<file path="src/rtl/barometric_sensor_compensation_unit_assert.svh">
// ----------------------------------------------------------------------------
// Barometric compensation assertion macros
// Shared concurrent assertion forms used by the compensation unit.
// ----------------------------------------------------------------------------
`ifndef BAROMETRIC_SENSOR_COMPENSATION_UNIT_ASSERT_SVH
`define BAROMETRIC_SENSOR_COMPENSATION_UNIT_ASSERT_SVH

// same-cycle implication
`define BSCU_ASSERT_IMP(lbl, clk, rst, ante, cons) \
   lbl: assert property (@(posedge clk) disable iff (rst) (ante) |-> (cons)) \
      else $error("bscu: same-cycle check failed");

// next-cycle implication
`define BSCU_ASSERT_NXT(lbl, clk, rst, ante, cons) \
   lbl: assert property (@(posedge clk) disable iff (rst) (ante) |=> (cons)) \
      else $error("bscu: next-cycle check failed");

`endif

</file>
<file path="src/rtl/bscu_pkg.sv">
// ----------------------------------------------------------------------------
// Barometric compensation package
// Types, constants and helper functions shared across the unit.
// ----------------------------------------------------------------------------
package bscu_pkg;

   localparam int unsigned DataWidth = 32;
   localparam int unsigned RawWidth  = 19;
   localparam int unsigned TempWidth = 16;
   localparam int unsigned CntWidth  = 6;

   // register indexes
   localparam logic [2:0] CSR_AC1_AC2 = 3'd0;
   localparam logic [2:0] CSR_AC3_AC4 = 3'd1;
   localparam logic [2:0] CSR_AC5_AC6 = 3'd2;
   localparam logic [2:0] CSR_B1_B2   = 3'd3;
   localparam logic [2:0] CSR_MC_MD   = 3'd4;
   localparam logic [2:0] CSR_OSS     = 3'd5;

   localparam logic [31:0] C_B6_OFFSET = 32'd4000;
   localparam logic [31:0] C_B4_BIAS   = 32'd32768;
   localparam logic [31:0] C_B7_SCALE  = 32'd50000;
   localparam logic [31:0] C_P_K1      = 32'd3038;
   localparam logic [31:0] C_P_K2      = 32'hFFFF_E343; // -7357
   localparam logic [31:0] C_P_K3      = 32'd3791;

   typedef enum logic [2:0] {
      ST_IDLE,
      ST_MUL_GO,
      ST_MUL_RUN,
      ST_DIV_GO,
      ST_DIV_RUN,
      ST_FIN
   } state_type;

   typedef enum logic [3:0] {
      S_T_X1,
      S_T_DIV,
      S_P_SQ,
      S_P_X1,
      S_P_X2,
      S_P_X1B,
      S_P_X2B,
      S_P_B4,
      S_P_B7,
      S_P_DIV,
      S_P_PP,
      S_P_P1,
      S_P_P2
   } step_type;

   typedef struct packed {
      logic        start;
      logic [31:0] a;
      logic [31:0] b;
   } mul_req_type;

   typedef struct packed {
      logic        done;
      logic [31:0] product;
   } mul_rsp_type;

   typedef struct packed {
      logic        start;
      logic [31:0] dividend;
      logic [31:0] divisor;
   } div_req_type;

   typedef struct packed {
      logic        done;
      logic [31:0] quotient;
   } div_rsp_type;

   function automatic logic [31:0] sx16(input logic [15:0] v);
      return {{16{v[15]}}, v};
   endfunction

   function automatic logic [31:0] sra32(input logic [31:0] v, input logic [4:0] s);
      return 32'($signed(v) >>> s);
   endfunction

   function automatic logic [31:0] abs32(input logic [31:0] v);
      return v[31] ? (32'd0 - v) : v;
   endfunction

endpackage

</file>
<file path="src/rtl/bscu_mul.sv">
// ----------------------------------------------------------------------------
// Bit-serial multiplier
// Shift-add, one multiplier bit per cycle, low 32 bits of the product.
// ----------------------------------------------------------------------------
module bscu_mul (
   input  logic                 clock,
   input  logic                 reset,
   input  bscu_pkg::mul_req_type req,
   output bscu_pkg::mul_rsp_type rsp
);

   logic [31:0] a_ff, a_in;
   logic [31:0] b_ff, b_in;
   logic [31:0] acc_ff, acc_in;
   logic        busy_ff, busy_in;

   always_comb begin
      a_in    = a_ff;
      b_in    = b_ff;
      acc_in  = acc_ff;
      busy_in = busy_ff;
      if (req.start) begin
         a_in    = req.a;
         b_in    = req.b;
         acc_in  = '0;
         busy_in = 1'b1;
      end else if (busy_ff) begin
         if (b_ff == '0) begin
            busy_in = 1'b0;   // no bits left, stop early
         end else begin
            acc_in = acc_ff + (b_ff[0] ? a_ff : '0);
            a_in   = {a_ff[30:0], 1'b0};
            b_in   = {1'b0, b_ff[31:1]};
         end
      end
   end

   always_ff @(posedge clock) begin
      if (reset) begin
         busy_ff <= 1'b0;
      end else begin
         busy_ff <= busy_in;
      end
      a_ff   <= a_in;
      b_ff   <= b_in;
      acc_ff <= acc_in;
   end

   assign rsp.done    = busy_ff && (b_ff == '0);
   assign rsp.product = acc_ff;

endmodule

</file>
<file path="src/rtl/bscu_div.sv">
// ----------------------------------------------------------------------------
// Bit-serial divider
// Unsigned restoring division, one quotient bit per cycle.
// ----------------------------------------------------------------------------
module bscu_div (
   input  logic                 clock,
   input  logic                 reset,
   input  bscu_pkg::div_req_type req,
   output bscu_pkg::div_rsp_type rsp
);

   logic [31:0] q_ff, q_in;
   logic [31:0] r_ff, r_in;
   logic [31:0] d_ff, d_in;
   logic [bscu_pkg::CntWidth-1:0] cnt_ff, cnt_in;
   logic        busy_ff, busy_in;
   logic [32:0] shifted;
   logic [32:0] diff;
   logic        done;

   assign shifted = {r_ff, q_ff[31]};
   assign diff    = shifted - {1'b0, d_ff};
   assign done    = busy_ff && (cnt_ff == bscu_pkg::CntWidth'(bscu_pkg::DataWidth));

   always_comb begin
      q_in    = q_ff;
      r_in    = r_ff;
      d_in    = d_ff;
      cnt_in  = cnt_ff;
      busy_in = busy_ff;
      if (req.start) begin
         q_in    = req.dividend;
         r_in    = '0;
         d_in    = req.divisor;
         cnt_in  = '0;
         busy_in = 1'b1;
      end else if (done) begin
         busy_in = 1'b0;
      end else if (busy_ff) begin
         r_in   = diff[32] ? shifted[31:0] : diff[31:0];
         q_in   = {q_ff[30:0], ~diff[32]};
         cnt_in = cnt_ff + 1'b1;
      end
   end

   always_ff @(posedge clock) begin
      if (reset) begin
         busy_ff <= 1'b0;
      end else begin
         busy_ff <= busy_in;
      end
      q_ff   <= q_in;
      r_ff   <= r_in;
      d_ff   <= d_in;
      cnt_ff <= cnt_in;
   end

   assign rsp.done     = done;
   assign rsp.quotient = q_ff;

endmodule

</file>
<file path="src/rtl/barometric_sensor_compensation_unit.sv">
// ----------------------------------------------------------------------------
// Barometric sensor compensation unit
// Datasheet temperature and pressure compensation on bit-serial arithmetic.
// ----------------------------------------------------------------------------
// Usage:
//  req_ channel: one beat per raw reading; req_kind 0 = temperature (low 16
//  bits of req_raw_reading), 1 = pressure (all 19 bits).
//  rsp_ channel: exactly one beat per request, in order, with the kind echoed,
//  0.1 degC or Pa, and divide_error set when a divisor came out zero.
//  csr_ port: calibration words and oversampling, written while idle.
//  Arithmetic: all of it runs through one shift-add multiplier (which stops
//  early once no multiplier bits are left) and one restoring divider, each
//  entered through a start state. Temperature: 1 product + 1 quotient.
//  Pressure: 10 products + 1 quotient. A zero divisor ends either early.
//  One request is in flight at a time; req_ready is high while idle.
//  The result register is separate, so a new request may start while the
//  last response beat waits; a stalled rsp_ready holds only the finish step.
//  Reset: synchronous; clears calibration, oversampling, stored B5 and all
//  handshake state. Pressure before any temperature uses B5 = 0.
// ----------------------------------------------------------------------------
`include "barometric_sensor_compensation_unit_assert.svh"

module barometric_sensor_compensation_unit (
   input  logic        clock,
   input  logic        reset,
   // request
   input  logic        req_valid,
   output logic        req_ready,
   input  logic        req_kind,
   input  logic [18:0] req_raw_reading,
   // response
   output logic        rsp_valid,
   input  logic        rsp_ready,
   output logic        rsp_result_kind,
   output logic signed [15:0] rsp_temperature_tenths,
   output logic signed [31:0] rsp_pressure_pa,
   output logic        rsp_divide_error,
   // configuration
   input  logic        csr_write_enable,
   input  logic [2:0]  csr_index,
   input  logic [31:0] csr_write_data
);

   // --- configuration registers ---
   logic [31:0] ac1_ac2_ff, ac3_ac4_ff, ac5_ac6_ff, b1_b2_ff, mc_md_ff;
   logic [1:0]  oss_ff;

   always_ff @(posedge clock) begin
      if (reset) begin
         ac1_ac2_ff <= '0;
         ac3_ac4_ff <= '0;
         ac5_ac6_ff <= '0;
         b1_b2_ff   <= '0;
         mc_md_ff   <= '0;
         oss_ff     <= '0;
      end else if (csr_write_enable) begin
         unique case (csr_index)
            bscu_pkg::CSR_AC1_AC2: ac1_ac2_ff <= csr_write_data;
            bscu_pkg::CSR_AC3_AC4: ac3_ac4_ff <= csr_write_data;
            bscu_pkg::CSR_AC5_AC6: ac5_ac6_ff <= csr_write_data;
            bscu_pkg::CSR_B1_B2:   b1_b2_ff   <= csr_write_data;
            bscu_pkg::CSR_MC_MD:   mc_md_ff   <= csr_write_data;
            bscu_pkg::CSR_OSS:     oss_ff     <= csr_write_data[1:0];
            default: ;            // unknown index, dropped
         endcase
      end
   end

   // calibration words, widened to 32 bits
   logic [31:0] ac1, ac2, ac3, ac4, ac5, ac6, b1, b2, mc, md;
   assign ac1 = bscu_pkg::sx16(ac1_ac2_ff[31:16]);
   assign ac2 = bscu_pkg::sx16(ac1_ac2_ff[15:0]);
   assign ac3 = bscu_pkg::sx16(ac3_ac4_ff[31:16]);
   assign ac4 = {16'd0, ac3_ac4_ff[15:0]};
   assign ac5 = {16'd0, ac5_ac6_ff[31:16]};
   assign ac6 = {16'd0, ac5_ac6_ff[15:0]};
   assign b1  = bscu_pkg::sx16(b1_b2_ff[31:16]);
   assign b2  = bscu_pkg::sx16(b1_b2_ff[15:0]);
   assign mc  = bscu_pkg::sx16(mc_md_ff[31:16]);
   assign md  = bscu_pkg::sx16(mc_md_ff[15:0]);

   // --- control and datapath registers ---
   bscu_pkg::state_type state_ff, state_in;
   bscu_pkg::step_type  step_ff, step_in;

   logic        kind_ff, kind_in;
   logic [18:0] raw_ff, raw_in;
   logic [31:0] x1_ff, x1_in;
   logic [31:0] x3_ff, x3_in;     // also holds the temperature divisor
   logic [31:0] sq_ff, sq_in;
   logic [31:0] b3_ff, b3_in;
   logic [31:0] b4_ff, b4_in;
   logic [31:0] p_ff, p_in;       // B7 before the division, then p
   logic [31:0] ti_ff, ti_in;     // stored B5
   logic [15:0] temp_ff, temp_in;
   logic [31:0] press_ff, press_in;
   logic        err_ff, err_in;

   logic        rsp_valid_ff, rsp_valid_in;
   logic        rsp_kind_ff;
   logic [15:0] rsp_temp_ff;
   logic [31:0] rsp_press_ff;
   logic        rsp_err_ff;

   bscu_pkg::mul_req_type mul_req;
   bscu_pkg::mul_rsp_type mul_rsp;
   bscu_pkg::div_req_type div_req;
   bscu_pkg::div_rsp_type div_rsp;

   bscu_mul u_mul (
      .clock (clock),
      .reset (reset),
      .req   (mul_req),
      .rsp   (mul_rsp)
   );

   bscu_div u_div (
      .clock (clock),
      .reset (reset),
      .req   (div_req),
      .rsp   (div_rsp)
   );

   // --- shared terms ---
   logic [31:0] prod, quot, b6, mcsh, x1_t, den_t, x3_t, x2_t, b5_t, p_t, sum_t;
   logic [31:0] tround_t;
   logic        req_fire, out_free;

   assign prod     = mul_rsp.product;
   assign quot     = div_rsp.quotient;
   assign b6       = ti_ff - bscu_pkg::C_B6_OFFSET;
   assign mcsh     = {mc[20:0], 11'd0};
   assign x1_t     = bscu_pkg::sra32(prod, 5'd15);
   assign den_t    = x1_t + md;
   assign x3_t     = x1_ff + bscu_pkg::sra32(prod, 5'd11);
   assign x2_t     = (mcsh[31] ^ x3_ff[31]) ? (32'd0 - quot) : quot;
   assign b5_t     = x1_ff + x2_t;
   assign tround_t = bscu_pkg::sra32(b5_t + 32'd8, 5'd4);
   assign sum_t    = x1_ff + bscu_pkg::sra32(prod, 5'd16) + bscu_pkg::C_P_K3;
   assign p_t      = p_ff + bscu_pkg::sra32(sum_t, 5'd4);
   assign req_fire = req_valid && req_ready;
   assign out_free = !rsp_valid_ff || rsp_ready;

   // --- next state ---
   always_comb begin
      state_in = state_ff;
      unique case (state_ff)
         bscu_pkg::ST_IDLE: begin
            if (req_valid) state_in = bscu_pkg::ST_MUL_GO;
         end
         bscu_pkg::ST_MUL_GO: begin
            state_in = bscu_pkg::ST_MUL_RUN;
         end
         bscu_pkg::ST_MUL_RUN: begin
            if (mul_rsp.done) begin
               priority if (step_ff == bscu_pkg::S_T_X1) begin
                  state_in = (den_t == '0) ? bscu_pkg::ST_FIN : bscu_pkg::ST_DIV_GO;
               end else if (step_ff == bscu_pkg::S_P_B4) begin
                  state_in = (prod[31:15] == '0) ? bscu_pkg::ST_FIN : bscu_pkg::ST_MUL_GO;
               end else if (step_ff == bscu_pkg::S_P_B7) begin
                  state_in = bscu_pkg::ST_DIV_GO;
               end else if (step_ff == bscu_pkg::S_P_P2) begin
                  state_in = bscu_pkg::ST_FIN;
               end else begin
                  state_in = bscu_pkg::ST_MUL_GO;
               end
            end
         end
         bscu_pkg::ST_DIV_GO: begin
            state_in = bscu_pkg::ST_DIV_RUN;
         end
         bscu_pkg::ST_DIV_RUN: begin
            if (div_rsp.done) begin
               state_in = (step_ff == bscu_pkg::S_T_DIV) ? bscu_pkg::ST_FIN
                                                         : bscu_pkg::ST_MUL_GO;
            end
         end
         bscu_pkg::ST_FIN: begin
            if (out_free) state_in = bscu_pkg::ST_IDLE;
         end
         default: state_in = bscu_pkg::ST_IDLE;
      endcase
   end

   // --- outputs of the sequencer: handshake and operand selection ---
   always_comb begin
      req_ready        = (state_ff == bscu_pkg::ST_IDLE);
      mul_req.start    = (state_ff == bscu_pkg::ST_MUL_GO);
      div_req.start    = (state_ff == bscu_pkg::ST_DIV_GO);
      mul_req.a        = '0;
      mul_req.b        = '0;
      div_req.dividend = '0;
      div_req.divisor  = '0;
      unique case (step_ff)
         bscu_pkg::S_T_X1: begin
            mul_req.a = {16'd0, raw_ff[15:0]} - ac6;
            mul_req.b = ac5;
         end
         bscu_pkg::S_T_DIV: begin
            div_req.dividend = bscu_pkg::abs32(mcsh);
            div_req.divisor  = bscu_pkg::abs32(x3_ff);
         end
         bscu_pkg::S_P_SQ: begin
            mul_req.a = b6;
            mul_req.b = b6;
         end
         bscu_pkg::S_P_X1: begin
            mul_req.a = b2;
            mul_req.b = sq_ff;
         end
         bscu_pkg::S_P_X2: begin
            mul_req.a = ac2;
            mul_req.b = b6;
         end
         bscu_pkg::S_P_X1B: begin
            mul_req.a = ac3;
            mul_req.b = b6;
         end
         bscu_pkg::S_P_X2B: begin
            mul_req.a = b1;
            mul_req.b = sq_ff;
         end
         bscu_pkg::S_P_B4: begin
            mul_req.a = ac4;
            mul_req.b = x3_ff + bscu_pkg::C_B4_BIAS;
         end
         bscu_pkg::S_P_B7: begin
            mul_req.a = {13'd0, raw_ff} - b3_ff;
            mul_req.b = bscu_pkg::C_B7_SCALE >> oss_ff;
         end
         bscu_pkg::S_P_DIV: begin
            // unsigned split on B7 keeps the doubled dividend in 32 bits
            div_req.dividend = p_ff[31] ? p_ff : {p_ff[30:0], 1'b0};
            div_req.divisor  = b4_ff;
         end
         bscu_pkg::S_P_PP: begin
            mul_req.a = bscu_pkg::sra32(p_ff, 5'd8);
            mul_req.b = bscu_pkg::sra32(p_ff, 5'd8);
         end
         bscu_pkg::S_P_P1: begin
            mul_req.a = x1_ff;
            mul_req.b = bscu_pkg::C_P_K1;
         end
         bscu_pkg::S_P_P2: begin
            mul_req.a = bscu_pkg::C_P_K2;
            mul_req.b = p_ff;
         end
         default: ;
      endcase
   end

   // --- datapath write-back ---
   always_comb begin
      step_in  = step_ff;
      kind_in  = kind_ff;
      raw_in   = raw_ff;
      x1_in    = x1_ff;
      x3_in    = x3_ff;
      sq_in    = sq_ff;
      b3_in    = b3_ff;
      b4_in    = b4_ff;
      p_in     = p_ff;
      ti_in    = ti_ff;
      temp_in  = temp_ff;
      press_in = press_ff;
      err_in   = err_ff;

      if (req_fire) begin
         kind_in  = req_kind;
         raw_in   = req_raw_reading;
         temp_in  = '0;
         press_in = '0;
         err_in   = 1'b0;
         step_in  = req_kind ? bscu_pkg::S_P_SQ : bscu_pkg::S_T_X1;
      end else if (state_ff == bscu_pkg::ST_MUL_RUN && mul_rsp.done) begin
         step_in = bscu_pkg::step_type'(step_ff + 4'd1);
         unique case (step_ff)
            bscu_pkg::S_T_X1: begin
               x1_in = x1_t;
               x3_in = den_t;
               if (den_t == '0) err_in = 1'b1;
            end
            bscu_pkg::S_P_SQ:  sq_in = bscu_pkg::sra32(prod, 5'd12);
            bscu_pkg::S_P_X1:  x1_in = bscu_pkg::sra32(prod, 5'd11);
            bscu_pkg::S_P_X2: begin
               b3_in = bscu_pkg::sra32((((ac1 << 2) + x3_t) << oss_ff) + 32'd2, 5'd2);
            end
            bscu_pkg::S_P_X1B: x1_in = bscu_pkg::sra32(prod, 5'd13);
            bscu_pkg::S_P_X2B: begin
               x3_in = bscu_pkg::sra32(x1_ff + bscu_pkg::sra32(prod, 5'd16) + 32'd2, 5'd2);
            end
            bscu_pkg::S_P_B4: begin
               b4_in = {15'd0, prod[31:15]};
               if (prod[31:15] == '0) err_in = 1'b1;
            end
            bscu_pkg::S_P_B7:  p_in  = prod;
            bscu_pkg::S_P_PP:  x1_in = prod;
            bscu_pkg::S_P_P1:  x1_in = bscu_pkg::sra32(prod, 5'd16);
            bscu_pkg::S_P_P2:  press_in = p_t;
            default: ;
         endcase
      end else if (state_ff == bscu_pkg::ST_DIV_RUN && div_rsp.done) begin
         step_in = bscu_pkg::step_type'(step_ff + 4'd1);
         if (step_ff == bscu_pkg::S_T_DIV) begin
            ti_in   = b5_t;
            temp_in = tround_t[bscu_pkg::TempWidth-1:0];
         end else begin
            p_in = p_ff[31] ? {quot[30:0], 1'b0} : quot;
         end
      end
   end

   // --- result register ---
   logic load_out;
   assign load_out     = (state_ff == bscu_pkg::ST_FIN) && out_free;
   assign rsp_valid_in = load_out || (rsp_valid_ff && !rsp_ready);

   always_ff @(posedge clock) begin
      if (reset) begin
         state_ff     <= bscu_pkg::ST_IDLE;
         rsp_valid_ff <= 1'b0;
         ti_ff        <= '0;
      end else begin
         state_ff     <= state_in;
         rsp_valid_ff <= rsp_valid_in;
         ti_ff        <= ti_in;
      end
      step_ff  <= step_in;
      kind_ff  <= kind_in;
      raw_ff   <= raw_in;
      x1_ff    <= x1_in;
      x3_ff    <= x3_in;
      sq_ff    <= sq_in;
      b3_ff    <= b3_in;
      b4_ff    <= b4_in;
      p_ff     <= p_in;
      temp_ff  <= temp_in;
      press_ff <= press_in;
      err_ff   <= err_in;
      if (load_out) begin
         rsp_kind_ff  <= kind_ff;
         rsp_temp_ff  <= temp_ff;
         rsp_press_ff <= press_ff;
         rsp_err_ff   <= err_ff;
      end
   end

   assign rsp_valid              = rsp_valid_ff;
   assign rsp_result_kind        = rsp_kind_ff;
   assign rsp_temperature_tenths = rsp_temp_ff;
   assign rsp_pressure_pa        = rsp_press_ff;
   assign rsp_divide_error       = rsp_err_ff;

   // --- assertions ---
   `BSCU_ASSERT_IMP(a_mul_done_in_run, clock, reset, mul_rsp.done,
                    state_ff == bscu_pkg::ST_MUL_RUN)
   `BSCU_ASSERT_IMP(a_div_done_in_run, clock, reset, div_rsp.done,
                    state_ff == bscu_pkg::ST_DIV_RUN)
   `BSCU_ASSERT_IMP(a_div_nonzero, clock, reset, div_req.start,
                    div_req.divisor != '0)
   `BSCU_ASSERT_NXT(a_accept_leaves_idle, clock, reset, req_fire,
                    state_ff == bscu_pkg::ST_MUL_GO)

endmodule
</file>
<file path="config.mk">
export PLATFORM = sky130hd
export DESIGN_NAME = barometric_sensor_compensation_unit
export DESIGN_NICKNAME = d
export VERILOG_FILES = /design/src/rtl/bscu_pkg.sv /design/src/rtl/bscu_mul.sv /design/src/rtl/bscu_div.sv /design/src/rtl/barometric_sensor_compensation_unit.sv
export VERILOG_INCLUDE_DIRS = /design/src /design/src/rtl
export SDC_FILE = /design/constraint.sdc
export NUM_CORES = 2
export LEC_CHECK = 0
export BUFFER_PORTS_ARGS = -buffer_cell sky130_fd_sc_hd__buf_4
export CORE_MARGIN = 10
export CORE_UTILIZATION = 40
export DETAILED_ROUTE_END_ITERATION = 12
export HOLD_SLACK_MARGIN = 0.08
export PLACE_DENSITY_LB_ADDON = 0.1
export SYNTH_ARGS = -nofsm -noshare
export SYNTH_HDL_FRONTEND = slang
export SYNTH_SLANG_ARGS = --single-unit
</file>
<file path="constraint.sdc">
create_clock -name clock -period 7.1 [get_ports clock]
set_input_delay 1.065 -clock clock [delete_from_list [all_inputs] [get_ports clock]]
set_output_delay 1.065 -clock clock [all_outputs]
set_load 0.02 [all_outputs]
</file>
### Word-level counts from Yosys, hierarchy flattened

Cells that the tools add are included.

* register bits after elaboration: 684
* bits of input ports: 60
* output and inout bits: 52
* logic and storage cells: 190

* add/sub/neg operators: 21
* eq/ne operators: 33
* shift operators: 2
* muxes and demuxes: 48
* bitwise gates (word level): 6
* reductions and logical operators: 46

Operator list (number)
* case mux 64 bit (11 select lines): 1
* two-way mux 32 bit: 20
* adder 32 bit: 6
* case mux 32 bit (5 select lines): 1
* case mux 64 bit (2 select lines): 1
* adder 32 x 2 -> 32 bit (second input constant): 2
* logical NOT 32 bit: 2
* case mux 32 bit (2 select lines): 1
* subtractor 1 x 32 -> 32 bit (first input constant): 2
* two-way mux 3 bit: 11
* subtractor 33 x 32 -> 33 bit: 1
* adder 32 x 12 -> 32 bit (second input constant): 1
* adder 32 x 16 -> 32 bit (second input constant): 1
* << shifter 32 x 2 -> 32 bit: 1
* right shift 16 x 2 -> 32 bit (first input constant): 1
* subtractor 32 x 12 -> 32 bit (second input constant): 1
* subtractor 20 x 30 -> 31 bit: 1
* subtractor 1 x 27 -> 28 bit (first input constant): 1
* AND reduction 2 bit: 11
* adder 20 x 4 -> 20 bit (second input constant): 1
* equality test 4 bit (second input constant): 5
* adder 17 x 16 -> 18 bit: 1
* case mux 3 bit (6 select lines): 1
* AND reduction 3 bit: 6
* other kinds (28): 76

### Longest topological paths before layout

* word-level depth: 7
* gate-level depth with buffers: 28
* mapped depth without buffers: 27

### Hierarchy

Synthesis repeated with hierarchy kept, for this count alone.

* cell total of the unflattened synthesis: 5456
* area total of the unflattened synthesis: 47659.5 sq um

By module, submodules not included
* barometric_sensor_compensation_unit: instances 1, cells an instance 4270, area an instance 35685.5 sq um, sequential area each 12001.5 sq um
* bscu_div: instances 1, cells an instance 628, area an instance 6067.1 sq um, sequential area each 2702.6 sq um
* bscu_mul: instances 1, cells an instance 558, area an instance 5906.9 sq um, sequential area each 2582.5 sq um

### Worst setup path after synthesis

No wires, ideal clock.

* path type: reg-to-reg
* start: reg x1_ff[0]
* end: reg press_ff[31]
* setup time: 0.086 ns
* data arrival time: 5.665 ns
* required time: 7.014 ns
* path slack: 1.350 ns
* cell stages (with the launch flop): 29
* buffers on the path: 1
* period minus slack after synthesis: 5.750 ns
* cell sequence: edfxtp_1 -> ha_1 -> inv_1 -> fa_1 -> nor2b_1 -> o31a_1 -> o21ai_0 -> or3b_2 -> and2_0 -> clkbuf_1 -> nor3_1 -> nor2_1 -> nor4_1 -> nor2_1 -> nand4_1 -> or3_1 -> xnor2_1 -> ha_1 -> a21oi_1 -> nor3b_1 -> nand2_1 -> o21ai_0 -> a211oi_1 -> a211oi_1 -> o21ai_0 -> a21oi_1 -> xnor2_1 -> xnor2_1 -> a211oi_1

* word-level cells in the longest chain between the ends: 3

RTL lines
* start: declaration: line barometric_sensor_compensation_unit.sv:88 `logic [31:0] x1_ff, x1_in;`
* start signal: assignment: line barometric_sensor_compensation_unit.sv:331 `x1_ff <= x1_in;`
* adder 32 bit: line barometric_sensor_compensation_unit.sv:139 `assign sum_t = x1_ff + bscu_pkg::sra32(prod, 5'd16) + bscu_pkg::C_P_K3;`
* adder 32 x 12 -> 32 bit: line barometric_sensor_compensation_unit.sv:139
* adder 32 bit: line barometric_sensor_compensation_unit.sv:140 `assign p_t = p_ff + bscu_pkg::sra32(sum_t, 5'd4);`
* end signal: assignment: line barometric_sensor_compensation_unit.sv:338 `press_ff <= press_in;`
* end: declaration: line barometric_sensor_compensation_unit.sv:96 `logic [31:0] press_ff, press_in;`

Every way passes these cells.
A chain may end at the register's enable or synchronous reset.

### Worst setup path after layout

Same ends and word-level chain as after synthesis.

==> reports/metrics.csv <==
metric;value;unit
drcViolationCount;0;
clock_sink_count;682;
holdPathEnd;rsp_result_kind;
max_slew_margin;15.6;%
ios;112;
cpLargestDelayFamily;simple AND/OR/NAND/NOR gates;
die_width;358;microns
gr-total-overflow;0;
postSynth.asyncResetShare;0;%
ys.flop_type;edfxtp_1;
arrival;7.11;ns
fmax;0.154;GHz
mostFrequentLayoutCells;nand2_1 (820), a21oi_1 (537), edfxtp_1 (363);
max_cap_violations;0;
final.min_clock_period;6.50;ns
grt_pass1_wl;281000;microns
dp_hpwl;149000;microns
place.gp.congestion;1.02;
yosysWarnings;0;
cp.depth;28;
fin_total_pwr;18.0;mW
synth-edff-count;363;
rr_startpoint;x1_ff[0];
worst_path_max_delay_cell;edfxtp_1;
final_common_cell;nand2_1;
cts_tree;yes;
slowest_delay;0.48;ns
dp.cells;6714;
antenna_left;0;
ys_seq_elements;682;
cts_made_buffers;84;
critPathBufInv;2;
drive_gt1_share;8.62;%
cts_max_path_buffers;3;
grt_max_degree;86;
p_per_area;351;nW/um^2
hold_viol;0;
avgRoutedWirePerCell;28.8;microns
worst_ep_required_time;7.71;ns
crit_type;flip-flop to flip-flop;
worstRegToRegCells;28;
p_leak;19.6;nW
netlist_area;45800;sq um
vdd_ir_drop_max;0.000213;V
slew_violations;0;
setup_viol;0;
nets;5652;
r2r-end;press_ff[31];
clk_pin_slew;0.06;ns
crit_path_start_kind;flip-flop;
grt_pass1_vias;39200;
cts-hold-fix-buffers;0;
area_growth;11.9;%
fin_skew;0.0626;ns
r2r_setup_slack;0.60;ns
initial_core_util;40.2;%
rsz0062_at_grt;false;
timing.final.crit_share;91.5;%
worstHoldStart;kind_ff;
coreArea;114000;sq um
cts-root-buf;clkbuf_16;
hold_ws;0.422;ns
netlist_instances;5255;
port_buffers;111;
setup-tns-final;0;ns
htree_levels;3;
die_height;358;microns
grt_antenna_before_repair;9;
synth.distinct_cells;106;
track_usage;29.9;%
hp-class;flip-flop to flip-flop;
drt_iter0_markers;4718;
syn-mean-instance-area;8.72;sq um
utilization;45.0;%
end_kind;flip-flop;
fp-row-count;124;
die-area;128000;sq um
vias;41400;
outcome;finished clean;
worst_pin_slew;1.26;ns
first_pass_iters;6;
crit_fanout;6;
wirelength;198000;microns
holdPathStages;0;
clk_latency;0.73;ns
final_cells;6879;
vias_per_cell;6.01;
yosysSeqAreaShare;37.7;%
[routing by layer]
metal | part of all wire (%) | track usage, % | vias to the layer above | wire length [microns]
li1 | - | - | 19200 | -
met1 | 41 | 37.7 | 19900 | 80400
met2 | 45 | 47.5 | 1765 | 89000
met3 | 7.9 | 5.97 | 488 | 15600
met4 | 6.7 | 17.0 | 12 | 13300
met5 | 0.041 | 0 | - | 81
[logic make-up after synthesis]
kind of cell	Yosys count	synth area share, %
buf+inv	457	3.81
simple gates	1731	17.6
fa+ha+maj	301	8.84
flops	682	37.7
compound gates	1554	21.5
other cells	1	0.00819
mux	118	2.59
xor+xnor	411	7.94
[how the worst max path moves through the flow]
stage / startpoint / endpoint
after detailed placement: x1_ff[0] / press_ff[31]
after global routing: x1_ff[0] / press_ff[31]
after floorplan: x1_ff[0] / press_ff[31]
final: x1_ff[0] / press_ff[31]
after global placement: x1_ff[0] / press_ff[31]
after CTS: x1_ff[0] / press_ff[31]
[synthesized netlist by cell type (all sizes together), types with 49 or more instances]
cell | number | area (sq um)
clkbuf | 255 | 960
mux2i | 112 | 1120
a31oi | 52 | 325
a21o | 101 | 758
edfxtp | 363 | 10900
o21ai | 331 | 1660
a221oi | 50 | 438
ha | 263 | 3290
and2 | 68 | 427
nor2 | 282 | 1060
xnor2 | 252 | 2210
a21oi | 541 | 2720
dfxtp | 319 | 6390
a22oi | 76 | 571
xor2 | 159 | 1420
nand4 | 49 | 307
nand2b | 49 | 307
nand2 | 823 | 3090
nand3 | 108 | 541
inv | 169 | 634
nor3 | 101 | 527
[what timing repair did]
item                       in CTS  in global routing
gates resized for setup         0                  2
setup endpoints to repair       0                  1
buffers inserted                0                  3
[report_power, final]
| group | internal, mW | leakage, nW | switching (mW) |
|---|---|---|---|
| logic | 3.08 | 12.3 | 5.38 |
| registers | 4.78 | 5.95 | 0.360 |
| clock network | 2.46 | 1.34 | 1.95 |
[cell type report]
| type | count | area [sq um] |
|---|---|---|
| diodes | 8 | 20.0 |
| flip-flops and latches | 682 | 17300 |
| inverters | 170 | 638 |
| fillers | 11200 | 62800 |
| multi-input cells | 4117 | 26900 |
| clock buffers | 115 | 2340 |
| repair buffers | 236 | 1780 |
| clock inverters | 39 | 420 |
| well taps | 1512 | 1890 |
[metrics by stage]
step                      setup slack, ns  instance area (sq um)
after floorplan                      1.35                  45800
after global placement              0.497                  48500
after detailed placement            0.524                  48500
after CTS                           0.465                  51200
after global routing                0.105                  51300
final                               0.601                  51300
Note: power is estimated with default switching activity, not from simulation.
